--- config.mk ---
export PLATFORM = sky130hd
export DESIGN_NAME = rtdhc_cmp
export DESIGN_NICKNAME = d
export VERILOG_FILES = /design/src/sv/rtdhc_pkg.sv /design/src/sv/rtdhc_cmp.sv
export SDC_FILE = /design/constraint.sdc
export NUM_CORES = 1
export LEC_CHECK = 0
export BUFFER_PORTS_ARGS = -buffer_cell sky130_fd_sc_hd__buf_2
export CAP_MARGIN = 15
export CORE_UTILIZATION = 50
export DETAILED_ROUTE_END_ITERATION = 12
export PLACE_DENSITY = 0.9
export SETUP_SLACK_MARGIN = 0.15
export SYNTH_ARGS = -nofsm -noshare
export SYNTH_HDL_FRONTEND = slang
export SYNTH_SLANG_ARGS = --single-unit
--- constraint.sdc ---
create_clock -name vclk -period 4.7
set_input_delay 0.47 -clock vclk [all_inputs]
set_output_delay 0.47 -clock vclk [all_outputs]
set_load 0.05 [all_outputs]
--- src/sv/rtdhc_pkg.sv ---
// ----------------------------------------------------------------------------
// rtdhc_pkg
// shared widths, opcodes and parameter defaults of the range table hit counter
// ----------------------------------------------------------------------------
package rtdhc_pkg;

  // fixed field widths on the stream ports
  localparam int unsigned FIELD_W  = 48;
  localparam int unsigned OPCODE_W = 2;
  localparam int unsigned COUNT_W  = 11;

  // input word: range_low, range_high, query_id from bit 0 up
  localparam int unsigned IN_DATA_W  = 3 * FIELD_W;
  // output word: hit, newly_counted, distinct_count, store_full, zero fill
  localparam int unsigned OUT_USED_W = COUNT_W + 3;
  localparam int unsigned OUT_DATA_W = ((OUT_USED_W + 7) / 8) * 8;

  // parameter defaults
  localparam int unsigned DEF_MAX_RANGES = 256;
  localparam int unsigned DEF_MAX_SEEN   = 1024;
  localparam int unsigned DEF_ID_WIDTH   = 48;

  // opcodes
  localparam logic [OPCODE_W-1:0] OP_LOAD  = 2'd0;
  localparam logic [OPCODE_W-1:0] OP_QUERY = 2'd1;
  localparam logic [OPCODE_W-1:0] OP_CLEAR = 2'd2;

endpackage

--- src/sv/rtdhc_cmp.sv ---
// ----------------------------------------------------------------------------
// rtdhc_cmp
// shared compare unit: tests low <= id <= high
// ----------------------------------------------------------------------------
module rtdhc_cmp #(
  parameter int unsigned ID_WIDTH = rtdhc_pkg::DEF_ID_WIDTH
) (
  input  logic [ID_WIDTH-1:0] id,
  input  logic [ID_WIDTH-1:0] low,
  input  logic [ID_WIDTH-1:0] high,
  output logic                in_range
);

  // an equality test is the same check with low and high both set to the entry
  assign in_range = (id >= low) && (id <= high);

endmodule

-- Yosys cells after proc, flatten, opt, wreduce, memory -nomap -nowiden
Cells that the tools add are included.
- register bits: 0
- bits in latches: 0
- memory bits (writable): 0
- memory bits (read-only): 0
- input bits: 144
- output and inout port bits: 1
- logic and storage cells: 3
- memories kept: 0
- add/subtract/negate cells: 0
- multipliers: 0
- div/mod/pow operators: 0
- $lt $le $gt $ge: 2
- equality and inequality tests: 0
- shift operators: 0
- mux-type cells: 0
- bitwise gates (word level): 0
- reductions and logical operators: 1
- operators by type and width (kind ; number):
    $ge A48 B48 Y1 ; 1
    $le A48 B48 Y1 ; 1
    $logic_and A1 B1 Y1 ; 1

-- Logic depth before layout (Yosys ltp)
- depth after elaboration: 2
- gate-level depth with buffers: 8
- depth with buffers taken out: 8

-- Worst setup path before layout
OpenSTA, ideal clock, no wires.
- path kind: input to output
- start: input high[29]
- end: output in_range
- arrival time: 2436 ps
- required time: 4230 ps
- path slack: 1794 ps
- stages on the path: 8
- buffers on the path: 0
- cells stage by stage: inv_1 > ha_1 > nand4_2 > nor4_2 > and3_1 > and2_1 > o22ai_1 > nor4_2
- cells in the longest elaborated chain, start to end: 2
- ends and longest elaborated chain (item ; line ; RTL):
    start, declared ; rtdhc_cmp.sv:10 ; input logic [ID_WIDTH-1:0] high,
    $le A48 B48 Y1 ; rtdhc_cmp.sv:15 ; assign in_range = (id >= low) && (id <= high);
    $logic_and A1 B1 Y1 ; rtdhc_cmp.sv:15 ;
    end, declared ; rtdhc_cmp.sv:11 ; output logic in_range
No other way between the ends.

-- Worst setup path in the final report
Same ends and word-level chain as after synthesis.

==> impl_metrics.sql <==
INSERT INTO impl_metrics (metric_group, metric, value, unit) VALUES
('run_status', 'result_of_the_run', 'complete, no violations', ''),
('clocking', 'cts_post_setup_buffers_inserted', '0', ''),
('cells_and_area', 'layout.sequential_cells', '0', ''),
('setup_path', 'critical_path.endpoint_type', 'primary output', ''),
('timing', 'finalCriticalPeriod', '2.78', 'ns'),
('cells_and_area', 'nNetsFinal', '730', ''),
('floorplan', 'floorplan.initialDensity', '0.520', ''),
('placed_design', 'routabilityCongestion', '0.880', ''),
('clocking', 'cts-hold-fix-buffers', '0', ''),
('timing', 'max_slew_margin', '0.702', ''),
('placed_design', 'detailed_place_hpwl', '6.19', 'mm'),
('hold_path', 'min_from', 'id[15]', ''),
('floorplan', 'ioPinCount', '145', ''),
('setup_path', 'crit_path_max_fanout', '3', ''),
('power_and_ir_drop', 'p_per_area', '80.5', 'mW/mm^2'),
('power_and_ir_drop', 'vdd_ir_drop_max', '0.0000475', 'V'),
('cells_and_area', 'final_area', '0.00328', 'sq mm'),
('hold_path', 'hold_end', 'in_range', ''),
('setup_path', 'timing.critical_path.required', '4.23', 'ns'),
('placed_design', 'portBuffers', '145', ''),
('yosys', 'synth_warnings', '0', ''),
('cells_and_area', 'area.sequential', '0', 'sq um'),
('power_and_ir_drop', 'power.net_switching', '0.000135', 'W'),
('drt', 'via_count', '2856', ''),
('yosys', 'post_synth_num_cell_types', '33', ''),
('yosys', 'synth_area_per_cell', '7.21', 'sq um'),
('setup_path', 'cp_slowest_cell', 'nor4_2', ''),
('cells_and_area', 'multi_input_comb_area', '0.00211', 'sq mm'),
('power_and_ir_drop', 'share_clk_of_total_power', '0', ''),
('hold_path', 'worstHoldPathCells', '6', ''),
('cells_and_area', 'post-route-util', '0.690', ''),
('timing', 'timing.fmax', '360', 'MHz'),
('clocking', 'cts.repair.resized', '0', ''),
('setup_path', 'crit_path_cells', 'buf_2, inv_1, ha_1, nand4_2, nor4_2, and3_1, and2_1, o22ai_1, nor4_2, buf_2', ''),
('drt', 'post_drt_via_cell_ratio', '5.15', ''),
('timing', 'timing_hold_violations_final', '0', ''),
('cells_and_area', 'layout-drive-gt1-share', '0.320', ''),
('drt', 'routedWlPerCell', '11.8', 'um'),
('cells_and_area', 'final_common_cell', 'buf_2', ''),
('setup_path', 'critPathBufInv', '3', ''),
('floorplan', 'die_y', '72.3', 'um'),
('timing', 'finalSetupViolations', '0', ''),
('setup_path', 'crit_path_max_incr_delay', '0.37', 'ns'),
('drt', 'drt_pre_antenna_iters', '4', ''),
('flow_run', 'max-cap-violations', '0', ''),
('timing', 'timing.final.max_slew_violations', '0', ''),
('placed_design', 'cell_area_placed', '0.00328', 'sq mm'),
('power_and_ir_drop', 'total_power', '0.000264', 'W'),
('yosys', 'synthesis.area', '0.00247', 'sq mm'),
('yosys', 'synth_sequential_area_ratio', '0', ''),
('timing', 'final_min_period_over_clock_period', '0.591', ''),
('hold_path', 'min-delay-path-class', 'input port to primary output', ''),
('drt', 'detail_route.iter0.violations', '38', ''),
('grt', 'globalRouteOverflowTotal', '0', ''),
('drt', 'remaining_drc_errors', '0', ''),
('grt', 'overall_global_routing_resource_usage', '0.246', ''),
('cells_and_area', 'clkbuf_count', '0', ''),
('power_and_ir_drop', 'seq_power_share', '0', ''),
('grt', 'antenna_found_initial', '0', ''),
('power_and_ir_drop', 'pwr-share-comb', '1.000', ''),
('setup_path', 'worstSetupStartpointType', 'input port', ''),
('power_and_ir_drop', 'switching_share', '0.511', ''),
('grt', 'maximum_number_of_pins_on_one_net_before_global_route_repair', '5', ''),
('setup_path', 'timing.setup.critical_path_class', 'input port to primary output', ''),
('cells_and_area', 'n_fill_cell', '424', ''),
('floorplan', 'die_width', '72.3', 'um'),
('setup_path', 'crit_path_max_delay_family', 'simple AND/OR/NAND/NOR gates', ''),
('floorplan', 'die-area', '0.00523', 'sq mm'),
('drt', 'detail-route-antenna-nets', '0', ''),
('cells_and_area', 'commonest_non_fill_non_tap_cells_in_the_layout', '145 x buf_2, 97 x inv_1, 96 x ha_1, 39 x a21oi_1, 25 x nand2_1', ''),
('yosys', 'syn_nets', '583', '');
==> cells in the mapped netlist <==
| library cell | instances | area [sq um] |
|---|---|---|
| ha_1 | 96 | 1200 |
| a31oi_1 | 1 | 6.26 |
| o21bai_1 | 1 | 7.51 |
| nor3_4 | 1 | 16.3 |
| nand4_2 | 5 | 62.6 |
| a31o_1 | 1 | 8.76 |
| a221o_1 | 1 | 10.0 |
| o2111ai_1 | 1 | 8.76 |
| a21oi_1 | 39 | 195 |
| nand4_1 | 12 | 75.1 |
| nor4_4 | 1 | 21.3 |
| a21o_1 | 7 | 52.6 |
| o21ai_0 | 9 | 45.0 |
| and4_1 | 3 | 26.3 |
| nor2_1 | 4 | 15.0 |
| a2111oi_0 | 1 | 8.76 |
| nor3_1 | 3 | 15.0 |
| o21ai_1 | 3 | 15.0 |
| a221oi_1 | 5 | 43.8 |
| a211oi_1 | 2 | 15.0 |
| nand2_1 | 25 | 93.8 |
| nor2b_1 | 2 | 12.5 |
| o21a_2 | 1 | 8.76 |
| o22ai_1 | 1 | 6.26 |
| a22oi_1 | 1 | 7.51 |
| nor3_2 | 1 | 10.0 |
| nand3_1 | 10 | 50.1 |
| inv_1 | 97 | 364 |
| nor4_2 | 2 | 25.0 |
| and2_1 | 1 | 6.26 |
| o211ai_1 | 1 | 7.51 |
| nand2b_1 | 2 | 12.5 |
| and3_1 | 3 | 18.8 |
==> cell families (layout without fill, tap and decap cells) <==
kind of cell | after synthesis | after routing | synth area share
fa+ha+maj | 96 | 96 | 0.486
buf+inv | 97 | 242 | 0.147
compound gates | 75 | 75 | 0.181
simple gates | 75 | 75 | 0.186
==> cell type report <==
| cell class | instances | share of cell area |
|---|---|---|
| Multi-Input combinational cell | 246 | 0.642 |
| Timing Repair Buffer | 145 | 0.221 |
| Inverter | 97 | 0.111 |
| Tap cell | 67 | 0.0255 |
==> per-layer routing <==
metal / track usage / share of wire / up-vias
met4: 0.0654 / 0.021 / 0
met5: 0 / 0 / -
met2: 0.499 / 0.53 / 106
met3: 0.00417 / 0.046 / 19
met1: 0.276 / 0.40 / 1245
li1: - / - / 1486
==> tightest hold or removal path, delay by kind of cell <==
family          cells  cell delay, ns
buf+inv             2            0.31
compound gates      2            0.23
fa+ha+maj           1            0.15
simple gates        1            0.06
==> metrics by stage <==
stage	worst slack, ns	instances	hold WS [ns]
2_1_floorplan	1.79	343	1.40
5_1_grt	1.78	555	1.74
4_1_cts	1.91	555	1.68
3_3_place_gp	2.01	555	1.65
3_5_place_dp	1.92	555	1.68
6_report	1.92	555	1.69
==> worst max-delay path by stage <==
stage / startpoint / to / cells after the start
6_report: high[29] / in_range / 10
4_1_cts: high[29] / in_range / 10
5_1_grt: high[29] / in_range / 10
3_5_place_dp: high[29] / in_range / 10
2_1_floorplan: high[29] / in_range / 8
3_3_place_gp: id[27] / in_range / 9
==> power groups by stage <==
stage / registers (W) / clock network, W / logic [W]
finish: 0 / 0 / 0.000264
global route: 0 / 0 / 0.000303
CTS: 0 / 0 / 0.000265
detailed placement: 0 / 0 / 0.000263
global placement: 0 / 0 / 0.000248
floorplan: 0 / 0 / 0.000154
(Power assumes the default switching activity.)
